<file path="src/hdl/unordered_key_table_unit_macros.svh">
// ----------------------------------------------------------------------------
// Unordered key table assertion macros
// Assertion shorthands for the key table unit; empty in synthesis.
// ----------------------------------------------------------------------------
`ifndef UNORDERED_KEY_TABLE_UNIT_MACROS_SVH
`define UNORDERED_KEY_TABLE_UNIT_MACROS_SVH

`ifndef SYNTHESIS
// Same-cycle implication, sampled on i_clk and held off during reset.
`define UKT_ASSERT_IMP(lbl, ante, cons, msg) \
    lbl: assert property (@(posedge i_clk) disable iff (!i_rst_n) (ante) |-> (cons)) \
        else $error(msg);
// Next-cycle implication, sampled on i_clk and held off during reset.
`define UKT_ASSERT_NXT(lbl, ante, cons, msg) \
    lbl: assert property (@(posedge i_clk) disable iff (!i_rst_n) (ante) |=> (cons)) \
        else $error(msg);
`else
`define UKT_ASSERT_IMP(lbl, ante, cons, msg)
`define UKT_ASSERT_NXT(lbl, ante, cons, msg)
`endif

`endif

</file>
<file path="src/hdl/ukt_pkg.sv">
// ----------------------------------------------------------------------------
// Unordered key table package
// Field widths, request and status codes, and the per-cell control bundle.
// ----------------------------------------------------------------------------
package ukt_pkg;

    // Fixed field widths of the request and result beats.
    localparam int KEY_W         = 32;
    localparam int HANDLE_PORT_W = 16;
    localparam int REQ_W         = 2;
    localparam int STATUS_W      = 2;
    localparam int POS_W         = 5;
    localparam int FILL_W        = 6;

    // Default table shape.
    localparam int DEF_CAPACITY     = 32;
    localparam int DEF_HANDLE_WIDTH = 16;

    // Configuration port.
    localparam int APB_DATA_W = 32;
    localparam int APB_ADDR_W = 2;

    typedef enum logic [REQ_W-1:0] {
        REQ_INSERT = 2'd0,
        REQ_LOOKUP = 2'd1,
        REQ_REMOVE = 2'd2,
        REQ_LIST   = 2'd3
    } t_req;

    typedef enum logic [STATUS_W-1:0] {
        ST_OK       = 2'd0,
        ST_FULL     = 2'd1,
        ST_NOTFOUND = 2'd2,
        ST_EMPTY    = 2'd3
    } t_status;

    // Load and compare strobes for one cell; at most one load is set.
    typedef struct packed {
        logic cmp_en;
        logic load_ins;
        logic load_next;
        logic load_last;
    } t_cell_ctrl;

endpackage

</file>
<file path="src/hdl/ukt_cell.sv">
// ----------------------------------------------------------------------------
// Unordered key table cell
// One table slot: holds a key and handle, compares against a request key,
// and loads from the request, its upper neighbor or the last slot.
// ----------------------------------------------------------------------------
module ukt_cell
    import ukt_pkg::*;
#(
    parameter int HS_W = DEF_HANDLE_WIDTH
) (
    input  logic                    i_clk,
    input  t_cell_ctrl              i_ctrl,
    input  logic                    i_occupied,
    input  logic signed [KEY_W-1:0] i_cmp_key,
    input  logic signed [KEY_W-1:0] i_ins_key,
    input  logic [HS_W-1:0]         i_ins_handle,
    input  logic signed [KEY_W-1:0] i_next_key,
    input  logic [HS_W-1:0]         i_next_handle,
    input  logic signed [KEY_W-1:0] i_last_key,
    input  logic [HS_W-1:0]         i_last_handle,
    output logic signed [KEY_W-1:0] o_key,
    output logic [HS_W-1:0]         o_handle,
    output logic                    o_match
);

    logic signed [KEY_W-1:0] r_key;
    logic [HS_W-1:0]         r_handle;
    logic                    r_match;

    // Slot contents: the loads are mutually exclusive.
    always_ff @(posedge i_clk) begin
        if (i_ctrl.load_ins) begin
            r_key    <= i_ins_key;
            r_handle <= i_ins_handle;
        end else if (i_ctrl.load_next) begin
            r_key    <= i_next_key;
            r_handle <= i_next_handle;
        end else if (i_ctrl.load_last) begin
            r_key    <= i_last_key;
            r_handle <= i_last_handle;
        end
    end

    // Key compare, captured when a request beat is taken.
    always_ff @(posedge i_clk) begin
        if (i_ctrl.cmp_en) begin
            r_match <= i_occupied && (r_key == i_cmp_key);
        end
    end

    assign o_key    = r_key;
    assign o_handle = r_handle;
    assign o_match  = r_match;

endmodule

</file>
<file path="config.mk">
export PLATFORM = sky130hd
export DESIGN_NAME = ukt_cell
export DESIGN_NICKNAME = d
export VERILOG_FILES = /design/src/hdl/unordered_key_table_unit_macros.svh /design/src/hdl/ukt_pkg.sv /design/src/hdl/ukt_cell.sv
export SDC_FILE = /design/constraint.sdc
export NUM_CORES = 1
export LEC_CHECK = 0
export BUFFER_PORTS_ARGS = -buffer_cell sky130_fd_sc_hd__buf_2
export CORE_MARGIN = 3
export CORE_UTILIZATION = 36
export CTS_BUF_LIST = sky130_fd_sc_hd__clkbuf_8 sky130_fd_sc_hd__clkbuf_16
export CTS_CLUSTER_DIAMETER = 100
export DETAILED_ROUTE_END_ITERATION = 7
export PLACE_DENSITY = 0.78
export SLEW_MARGIN = 20
export SYNTH_ARGS = -nofsm -noshare
export SYNTH_HDL_FRONTEND = slang
export SYNTH_SLANG_ARGS = --single-unit
export TNS_END_PERCENT = 5
</file>
<file path="constraint.sdc">
create_clock -name i_clk -period 2.2 [get_ports i_clk]
set_input_delay 0.55 -clock i_clk [delete_from_list [all_inputs] [get_ports i_clk]]
set_output_delay 0.55 -clock i_clk [all_outputs]
set_load 0.02 [all_outputs]
</file>
=== Word level (Yosys, flattened, before mapping) ===
Index checks and enable logic that the tools add are counted.

* Bits in writable memories: 0
* Bits in latches: 0
* Flip-flop bits (word level): 49
* Logic and storage cells: 12
* Input bits: 182
* Memories kept: 0
* Output and inout port bits: 49
* Bits in read-only memories: 0

* $mul: 0
* Mux-type cells: 6
* Equality and inequality tests: 1
* Add/subtract/negate cells: 0
* Bitwise logic cells: 0
* Div/mod/pow operators: 0
* Magnitude comparators: 0
* Shift operators: 0
* Reduce and logical (&&, ||, !) cells: 2

{| class="wikitable"
|+ Operators with widths
! operator !! count
|-
| 32-bit two-way mux || 3
|-
| 16-bit two-way mux || 3
|-
| 32-bit equality test || 1
|-
| 3-bit nonzero test || 1
|-
| 1-bit logical AND || 1
|}

=== Longest topological paths before layout ===
* Depth after elaboration: 3
* Depth in mapped cells: 5
* Mapped depth without buffers: 4

=== Worst setup path after synthesis ===
OpenSTA, ideal clock, no wires.

* Path kind: input -> register
* From: input port i_ctrl[2] (netlist name)
* To: register r_handle[0], in the netlist o_handle[0], enable pin
* Library setup time: 0.407 ns
* Setup slack: -0.144 ns
* Data arrival time: 1.937 ns
* Cell stages on the path: 3
* Required time: 1.793 ns
* Buffers on the path: 2
* Path through: buf_2 buf_2 or3_1

* Longest elaborated chain between the ends: 1

{| class="wikitable"
|+ Ends and longest elaborated chain
! item !! line !! RTL
|-
| start, declared || ukt_cell.sv:12 || <nowiki>input t_cell_ctrl i_ctrl,</nowiki>
|-
| 3-bit nonzero test (no source line) || - ||
|-
| end signal, assigned || ukt_cell.sv:34 || <nowiki>r_handle <= i_ins_handle;</nowiki>
|-
| end signal, assigned || ukt_cell.sv:37 || <nowiki>r_handle <= i_next_handle;</nowiki>
|-
| end signal, assigned || ukt_cell.sv:40 || <nowiki>r_handle <= i_last_handle;</nowiki>
|-
| end, declared || ukt_cell.sv:27 || <nowiki>logic [HS_W-1:0] r_handle;</nowiki>
|}

Every way passes these cells.
A chain may end at the register's enable or synchronous reset.

=== Worst setup path in the final report ===
* From: register r_key[27], in the netlist o_key[27]
* To: register r_match, in the netlist o_match, data pin

* Longest elaborated chain between the ends: 2

{| class="wikitable"
|+ Ends and longest elaborated chain
! item !! line !! RTL
|-
| start, declared || ukt_cell.sv:26 || <nowiki>logic signed [KEY_W-1:0] r_key;</nowiki>
|-
| start signal, assigned || ukt_cell.sv:33 || <nowiki>r_key <= i_ins_key;</nowiki>
|-
| start signal, assigned || ukt_cell.sv:36 || <nowiki>r_key <= i_next_key;</nowiki>
|-
| start signal, assigned || ukt_cell.sv:39 || <nowiki>r_key <= i_last_key;</nowiki>
|-
| 32-bit equality test || ukt_cell.sv:47 || <nowiki>r_match <= i_occupied && (r_key == i_cmp_key);</nowiki>
|-
| 1-bit logical AND || ukt_cell.sv:47 ||
|-
| end signal, assigned || ukt_cell.sv:47 ||
|-
| end, declared || ukt_cell.sv:28 || <nowiki>logic r_match;</nowiki>
|}

Every way passes these cells.

==> results.json <==
{
  "path_clk_slew_ns": 0.08,
  "hold_viol": 0,
  "tns_ns": 0,
  "grt_pass1_vias": 2656,
  "ir_drop_uv": 229.7,
  "synth_top_area_share_pct": 51.97,
  "die_height_um": 94.69,
  "area_growth_pct": 46.93,
  "worstPathRequired_ns": 2.34,
  "synthArstFlopShare_pct": 0,
  "clkSinkCount": 49,
  "critPathTopFamily": "simple AND/OR/NAND/NOR gates",
  "drive_gt1_share_pct": 50.41,
  "ioPinCount": 231,
  "root_buffer": "clkbuf_8",
  "routed_wirelength_um": 8365,
  "crit_buf_inv": 1,
  "critical_path_class": "register to register",
  "fin_skew_ns": 0.007219,
  "drt_iter0_markers": 60,
  "grt_setup_unrepaired": "false",
  "grt_antenna_before_repair": 0,
  "fmax_mhz": 629.6,
  "insertion_delay_ns": 0.29,
  "yosysSeqAreaShare_pct": 51.97,
  "cp_cell_sequence": "xor2_1 > nor4_1 > buf_4 > nand4_1 > nor3_2",
  "cts_buffer_depth": 2,
  "tritoncts": "built",
  "ys_top_cells_by_area": "edfxtp_1, mux2i_1, xor2_1",
  "startpoint_type": "register",
  "gp_congestion": 0.7600,
  "synth.avg_cell_area_um2": 11.10,
  "vias": 2721,
  "wire_per_inst_um": 14.40,
  "htreeDepth": 2,
  "cts_resized": 0,
  "grt_pass1_wl_um": 12000,
  "yosysWarningCount": 0,
  "critical_path.slowest_cell": "edfxtp_1",
  "max_slew_margin_pct": 73.70,
  "end_kind": "register",
  "cap_violations": 0,
  "synth_area_um2": 2831,
  "grt_max_degree": 97,
  "antenna_cells": 0,
  "powerDensity_nw_per_um2": 568.3,
  "place_inst": 573,
  "tightest_slew_ns": 0.3909,
  "power.static_leakage_nw": 2.119,
  "core_region_area_um2": 7447,
  "maxSlewViolCount": 0,
  "hold_buffers": 0,
  "ys_top_cells_by_count": "edfxtp_1, mux2i_1, nand2_1, o21ai_0, xor2_1",
  "ys_ff_latch": 49,
  "post-route-period-util_pct": 72.20,
  "ys_types": 17,
  "route.detailed.drc": 0,
  "cts_buffers": 5,
  "cp_max_fo": 2,
  "synth_edf_count": 49,
  "grtUsageTotal_pct": 17.30,
  "cp_data_arrival_time_ns": 1.73,
  "dp_hpwl_um": 7044,
  "viasPerCell": 4.683,
  "synth_nets": 437,
  "status": "completed",
  "min_path_type": "input pin to register",
  "overflow": 0,
  "start_util_pct": 38.02,
  "synth_top_area_cell": "edfxtp_1",
  "min_period_ns": 1.588,
  "fin_cells": 581,
  "fp-row-count": 31,
  "die-width_um": 94.69,
  "numPortBuffers": 230,
  "fin_nets": 663,
  "drtPass1Iterations": 4,
  "synth_flop_cell": "edfxtp_1",
  "cts_setup_buffers": 0,
  "ant_nets": 0,
  "synth_most_common_cell": "edfxtp_1",
  "dieArea_um2": 8965,
  "setup_viol": 0,
  "netlist_instances": 255,
  "cp_slowest_stage_delay_ns": 0.40
}
-- stage by stage --
stage	hold slack [ns]	util (%)	power (W)	setup WS (ns)	instance area (um^2)
after floorplan	0.6625	-	0.001580	0.1601	2833
after global placement	0.7530	54.79	0.001887	0.3453	4080
after detailed placement	0.7641	54.79	0.001906	0.2970	4080
after CTS	0.4595	55.86	0.002387	0.5451	4160
after global routing	0.4538	55.86	0.002483	0.4505	4160
final	0.4660	55.86	0.002364	0.6116	4160
-- cell usage in the layout, fill, tap and decap left out --
master	count
buf_12	2
buf_2	230
buf_4	4
clkbuf_8	5
edfxtp_1	49
inv_1	3
mux2i_1	48
nand2_1	48
nand3_1	2
nand4_1	1
nor3_1	1
nor3_2	1
nor4_1	7
o21ai_0	38
o21ai_1	10
or3_2	1
xnor2_1	1
xor2_1	31
-- final timing paths --
kind | startpoint | endpoint | slack [ns] | cells after the start
min | i_ctrl[3] | o_match | 0.47 | 1
min reg2reg | o_key[8] | o_match | 0.81 | 3
max reg2reg | o_key[27] | o_match | 0.61 | 5
max | o_key[27] | o_match | 0.61 | 5
-- power by group --
group          switching (W)  internal (W)  total (W)  leakage [nW]
clock               0.000276      0.000213   0.000488        0.0519
sequential         0.0000562       0.00115    0.00121         0.518
combinational       0.000369      0.000299   0.000669          1.55
-- kinds of logic after synthesis --
family | Yosys count | synth area share (%)
buffers and inverters | 17 | 3.447
muxes | 48 | 16.97
and+or+nand+nor | 61 | 9.235
xor gates and xnor gates | 32 | 9.898
AOI/OAI and AO/OA | 48 | 8.484
DFF | 49 | 51.97
-- layout make-up --
type / count / area [um^2]
fill: 661 / 3287
sequential: 49 / 1471
multi-input combinational: 189 / 1264
timing repair buffer: 236 / 1221
tap: 99 / 123.9
clock buffer: 5 / 68.82
clock inverter: 3 / 11.26
-- layer usage --
metal | global-route usage, % | share of wire (%) | up-vias
met5 | 0 | 0 | -
met4 | 4.567 | 1.3 | 0
met3 | 4.940 | 11 | 8
met2 | 34.59 | 53 | 141
met1 | 17.10 | 35 | 1205
li1 | - | - | 1367
-- registers in the layout, indices dropped and copies added (netlist names) --
name / cells
o_key: 32
o_handle: 16
o_match: 1
Power figures use the tool's default switching activity.
